[src/sv/sads_pkg.sv]
package sads_pkg;

   // fixed widths of the transfer fields
   localparam int IN_BITS     = 32;
   localparam int STATUS_BITS = 2;

   // defaults for the top-level parameters
   localparam int DEFAULT_DEPTH     = 128;
   localparam int DEFAULT_WORD_BITS = 32;

   typedef enum logic [STATUS_BITS-1:0] {
      ST_OK    = 2'd0,
      ST_FULL  = 2'd1,
      ST_EMPTY = 2'd2
   } status_type;

   typedef enum logic {
      ACT_PUSH = 1'b0,
      ACT_POP  = 1'b1
   } action_type;

   typedef enum logic {
      SEL_FIRST  = 1'b0,
      SEL_SECOND = 1'b1
   } select_type;

   // controller to datapath
   typedef struct packed {
      logic load;      // latch the request fields
      logic execute;   // apply push or pop, write or read the store
      logic capture;   // move store read data into the result register
   } dp_cmd_type;

   // datapath to controller
   typedef struct packed {
      logic is_pop;
      logic refused;
   } dp_stat_type;

endpackage

[src/sv/sads_ctrl.sv]
module sads_ctrl (
   input  logic                  clock,
   input  logic                  reset,
   input  logic                  req_valid,
   output logic                  req_ready,
   output logic                  rsp_valid,
   input  logic                  rsp_ready,
   input  sads_pkg::dp_stat_type stat,
   output sads_pkg::dp_cmd_type  cmd
);

   typedef enum logic [3:0] {
      S_IDLE = 4'b0001,
      S_EXEC = 4'b0010,
      S_READ = 4'b0100,
      S_RESP = 4'b1000
   } state_type;

   state_type state_ff, state_in;

   always_comb begin
      state_in    = state_ff;
      req_ready   = 1'b0;
      rsp_valid   = 1'b0;
      cmd         = '0;
      case (state_ff)
         S_IDLE: begin
            req_ready = !reset;
            if (req_valid && !reset) begin
               cmd.load = 1'b1;
               state_in = S_EXEC;
            end
         end
         S_EXEC: begin
            cmd.execute = 1'b1;
            if (stat.is_pop && !stat.refused) state_in = S_READ;
            else                              state_in = S_RESP;
         end
         S_READ: begin
            cmd.capture = 1'b1;
            state_in    = S_RESP;
         end
         S_RESP: begin
            rsp_valid = 1'b1;
            if (rsp_ready) state_in = S_IDLE;
         end
         default: begin
            state_in = S_IDLE;
         end
      endcase
   end

   always_ff @(posedge clock) begin
      if (reset) state_ff <= S_IDLE;
      else       state_ff <= state_in;
   end

endmodule

[config.mk]
export PLATFORM = sky130hd
export DESIGN_NAME = sads_ctrl
export DESIGN_NICKNAME = d
export VERILOG_FILES = /design/src/sv/sads_pkg.sv /design/src/sv/sads_ctrl.sv
export SDC_FILE = /design/constraint.sdc
export NUM_CORES = 1
export LEC_CHECK = 0
export BUFFER_PORTS_ARGS = -buffer_cell sky130_fd_sc_hd__buf_2
export CAP_MARGIN = 40
export CORE_AREA = 3 3 40 42
export CTS_BUF_LIST = sky130_fd_sc_hd__clkbuf_8 sky130_fd_sc_hd__clkbuf_16
export DETAILED_ROUTE_END_ITERATION = 7
export DIE_AREA = 0 0 43 45
export SETUP_SLACK_MARGIN = 0.2
export SLEW_MARGIN = 20
export SYNTH_ARGS = -nofsm -noshare
export SYNTH_HDL_FRONTEND = slang
export SYNTH_SLANG_ARGS = --single-unit
[constraint.sdc]
create_clock -name clock -period 1.7 [get_ports clock]
set_input_delay 0.34 -clock clock [delete_from_list [all_inputs] [get_ports clock]]
set_output_delay 0.34 -clock clock [all_outputs]
set_load 0.02 [all_outputs]
; ---- After elaboration in Yosys (flattened, before gate mapping)
; Index checks and enable logic that the tools add are counted.
[totals]
register_bits = 4
wordCells = 22
[classes]
n_reduce_logical = 5
muxes = 10
n_eq_ne = 6
[op_table]
columns = cell, n
row1 = 4-bit one-hot mux with 4 select lines, 1
row2 = 4-bit two-way mux, 3
row3 = 1-bit two-way mux, 6
row4 = 4-bit by 1-bit equality test with 1-bit output (second input constant), 1
row5 = 4-bit by 2-bit equality test with 1-bit output (second input constant), 1
row6 = 4-bit by 3-bit equality test with 1-bit output (second input constant), 1
row7 = 4-bit equality test (second input constant), 1
row8 = 2-bit inequality test (second input constant), 2
row9 = 1-bit logical AND, 2
row10 = 1-bit zero test, 2
row11 = 2-bit AND reduction, 1

; ---- Depth between registers and ports, before layout
[logic_depth]
ltp_word = 4
depth_mapped = 3
ltp_nobuf = 3

; ---- Worst setup path before layout
; OpenSTA, ideal clock, no wires.
[synth_timing]
kind = flip-flop to output port
start = register state_ff[1]
end = output port cmd[2] in the netlist's numbering
stages_incl_launch_ff = 4
slack_ns = -0.171
t_arrival_ns = 1.531
path_buffers = 0
cell_sequence = dfxtp_1 > or4b_1 > nor2_1 > and2_1
[synth_rtl]
columns = item, line_no
row1 = start: declaration, sads_ctrl.sv:19  ; state_type state_ff, state_in;
row2 = start signal: assignment, sads_ctrl.sv:55  ; else state_ff <= state_in;
row3 = end: declaration, sads_ctrl.sv:9  ; output sads_pkg::dp_cmd_type cmd

==> impl_metrics.py <==
metrics = {
    "synthesis": {
        "synth_mux_area_share_pct": 0,
        "synth_nets": 28,
        "ys_ff_latch": 4,
        "synth_edf_count": 0,
        "synth_top_family_by_area": "simple AND/OR/NAND/NOR gates",
        "synthFlopType": "dfxtp_1",
        "synth_adder_area_share_pct": 0,
        "synth_compound_gate_area_share_pct": 8.74,
        "yosys.area_share.simple_pct": 52.5,
        "ys_top_cells_by_area": "dfxtp_1 35%, nor4b_1 7.7%, or4b_4 6.0%",
        "synthDistinctLibCells": 16,
        "yosysSeqAreaShare_pct": 35.0,
        "synth_top_area_share_pct": 35.0,
        "synth-xor-area-share_pct": 3.83,
        "synthCells": 22,
        "synth_async_sr_flop_share_pct": 0,
        "avgSynthCellArea_um2": 10.4,
        "syn_area_um2": 229,
        "synth_warnings": 0,
        "synth_top_cell_by_area": "dfxtp_1",
    },
    "global_routing": {
        "gr-total-overflow": 0,
        "grt.total_usage_pct": 8.75,
        "grt_pass1_wl_mm": 1.20,
        "grt_start_max_net_pins": 7,
        "antenna_found_initial": 0,
        "grt_pass1_vias": 285,
    },
    "clock_network": {
        "holdBufCountCts": 0,
        "clockRootBuffer": "clkbuf_8",
        "clock_path_buffers": 2,
        "cts.htree.levels": 1,
        "cts_buffers": 3,
        "tritoncts": "done",
        "cts_sinks": 4,
        "clk_latency_ns": 0.21,
        "clk_pin_slew_ns": 0.03,
    },
    "worst_setup_path": {
        "cp_max_fo": 3,
        "worstReg2RegStart": "state_ff[2]",
        "critPathKind": "flip-flop to output port",
        "end_kind": "output port",
        "cp-start-kind": "flip-flop",
        "rr_worst_depth": 4,
        "r2r_slack_ns": 0.12,
        "crit_arrival_ns": 1.43,
        "cp_data_required_time_ns": 1.36,
        "rr_endpoint": "state_ff[0]",
    },
    "min_path": {
        "worstHoldPathCells": 2,
        "holdPathEnd": "state_ff[1]",
        "hold_start": "req_valid",
        "min_path_type": "input port to flip-flop",
    },
    "layout": {
        "reg_top3": "state_ff: 4 flops",
        "largest-register": "state_ff",
        "synthToLayoutAreaGrowth_pct": 95.6,
        "layout_common_cells": "6 x buf_2, 5 x buf_4, 4 x buf_6",
        "final_util_pct": 34.9,
        "final_common_cell": "buf_2",
        "largest_reg_flops": 4,
        "finalNetCount": 48,
        "drive_gt1_share_pct": 75.0,
        "antennaDiodeCount": 0,
        "fill_cells": 142,
    },
    "detailed_routing": {
        "drt_iter0_markers": 3,
        "drc": 0,
        "dr.pass1.iters": 2,
        "vias": 257,
        "wirelength_um": 681,
        "wl_per_cell_um": 12.4,
        "via_per_inst": 4.67,
        "ant_nets": 0,
    },
    "place": {
        "place_hpwl_um": 462,
        "place_congestion": 0.689,
        "port_buffers": 10,
    },
    "flow_run": {
        "cap_violations": 0,
    },
    "timing": {
        "worst_slack_ns": -0.0685,
        "grt_setup_unrepaired": "true",
        "report.final.slew_viol_count": 0,
        "fin_skew_ns": 0.00203,
        "period_minus_slack_ns": 1.77,
        "hold_viol": 0,
        "period_share_pct": 104,
        "relSlewSlack_pct": 83.1,
        "fmax_ghz": 0.565,
        "setup_tns_ns": -0.0685,
        "tightest_slew_ns": 0.251,
        "setup_viol": 1,
    },
    "die": {
        "rows": 13,
        "start_util_pct": 17.8,
        "dieHeight_um": 45,
        "die_w_um": 43,
        "pin_count": 11,
        "design.core.area_um2": 1280,
        "dieArea_um2": 1940,
    },
    "power": {
        "vdd_drop_max_uv": 286,
        "p_leak_uw": 0.000178,
        "powerDensity_nw_per_um2": 879,
    },
    "run_status": {
        "outcome": "finished, violations left",
        "violations": "negative setup slack",
    },
}
timing repair:
action / CTS / global route
pin swaps: 8 / 2
setup buffers: 2 / 0
setup endpoints to repair: 6 / 6
resized for setup: 11 / 3
endpoints found under the hold margin: 0 / 0
worst max-delay path by stage:
stage | to | slack (ns) | depth (start not counted) | start
after CTS | cmd[2] | -0.07 | 4 | state_ff[2]
after global placement | cmd[2] | 0.06 | 4 | state_ff[3]
final | cmd[2] | -0.07 | 4 | state_ff[2]
after detailed placement | cmd[2] | 0.04 | 4 | state_ff[3]
after floorplan | cmd[2] | 0.09 | 3 | state_ff[3]
after global routing | cmd[2] | -0.12 | 4 | state_ff[2]
through the flow:
| step | cells | area, um^2 | hold WS, ns | setup WS [ns] | total power [uW] |
|---|---|---|---|---|---|
| after floorplan | 22 | 245 | 0.409 | 0.0939 | 151 |
| after global placement | 50 | 337 | 0.530 | 0.0616 | 178 |
| final | 55 | 448 | 0.362 | -0.0685 | 394 |
| after CTS | 55 | 437 | 0.361 | -0.0696 | 396 |
| after global routing | 55 | 448 | 0.375 | -0.116 | 418 |
| after detailed placement | 50 | 337 | 0.527 | 0.0400 | 178 |
logic make-up after synthesis:
logic type	after synthesis
AND/OR/NAND/NOR	15
XOR/XNOR	1
AO/OA/AOI/OAI	2
flip-flops	4
Yosys cell counts (2+ instances only):
cell type  n
and2_1     2
dfxtp_1    4
nor2_1     2
nor4b_1    2
metal layers:
layer | global-route usage, % | vias up | part of all wire [%] | wire (um)
li1 | - | 124 | - | -
met5 | 0 | - | 0 | 0
met2 | 12.3 | 13 | 42 | 289
met3 | 5.98 | 2 | 10 | 68
met4 | 3.61 | 0 | 0.88 | 6
met1 | 10.4 | 118 | 47 | 317
power by group:
| part | switching, uW | internal (uW) |
|---|---|---|
| sequential | 4.85 | 101 |
| combinational | 42.7 | 51.1 |
| clock | 44.1 | 151 |
| total | 91.7 | 302 |
area by class of cell:
type                       instances  area [um^2]  share of cell area, %
clock buffer                       3         41.3                   9.22
timing repair buffer              15          113                   25.1
tap                               15         18.8                   4.19
multi-input combinational         18          191                   42.7
sequential                         4         83.8                   18.7
worst max-delay path, cell delays in order (launching register included):
cell     delay (ns)
dfxtp_2        0.31
or4b_4         0.56
nor2_4         0.11
and2_4         0.14
buf_6          0.11
Power figures use the tool's default switching activity.
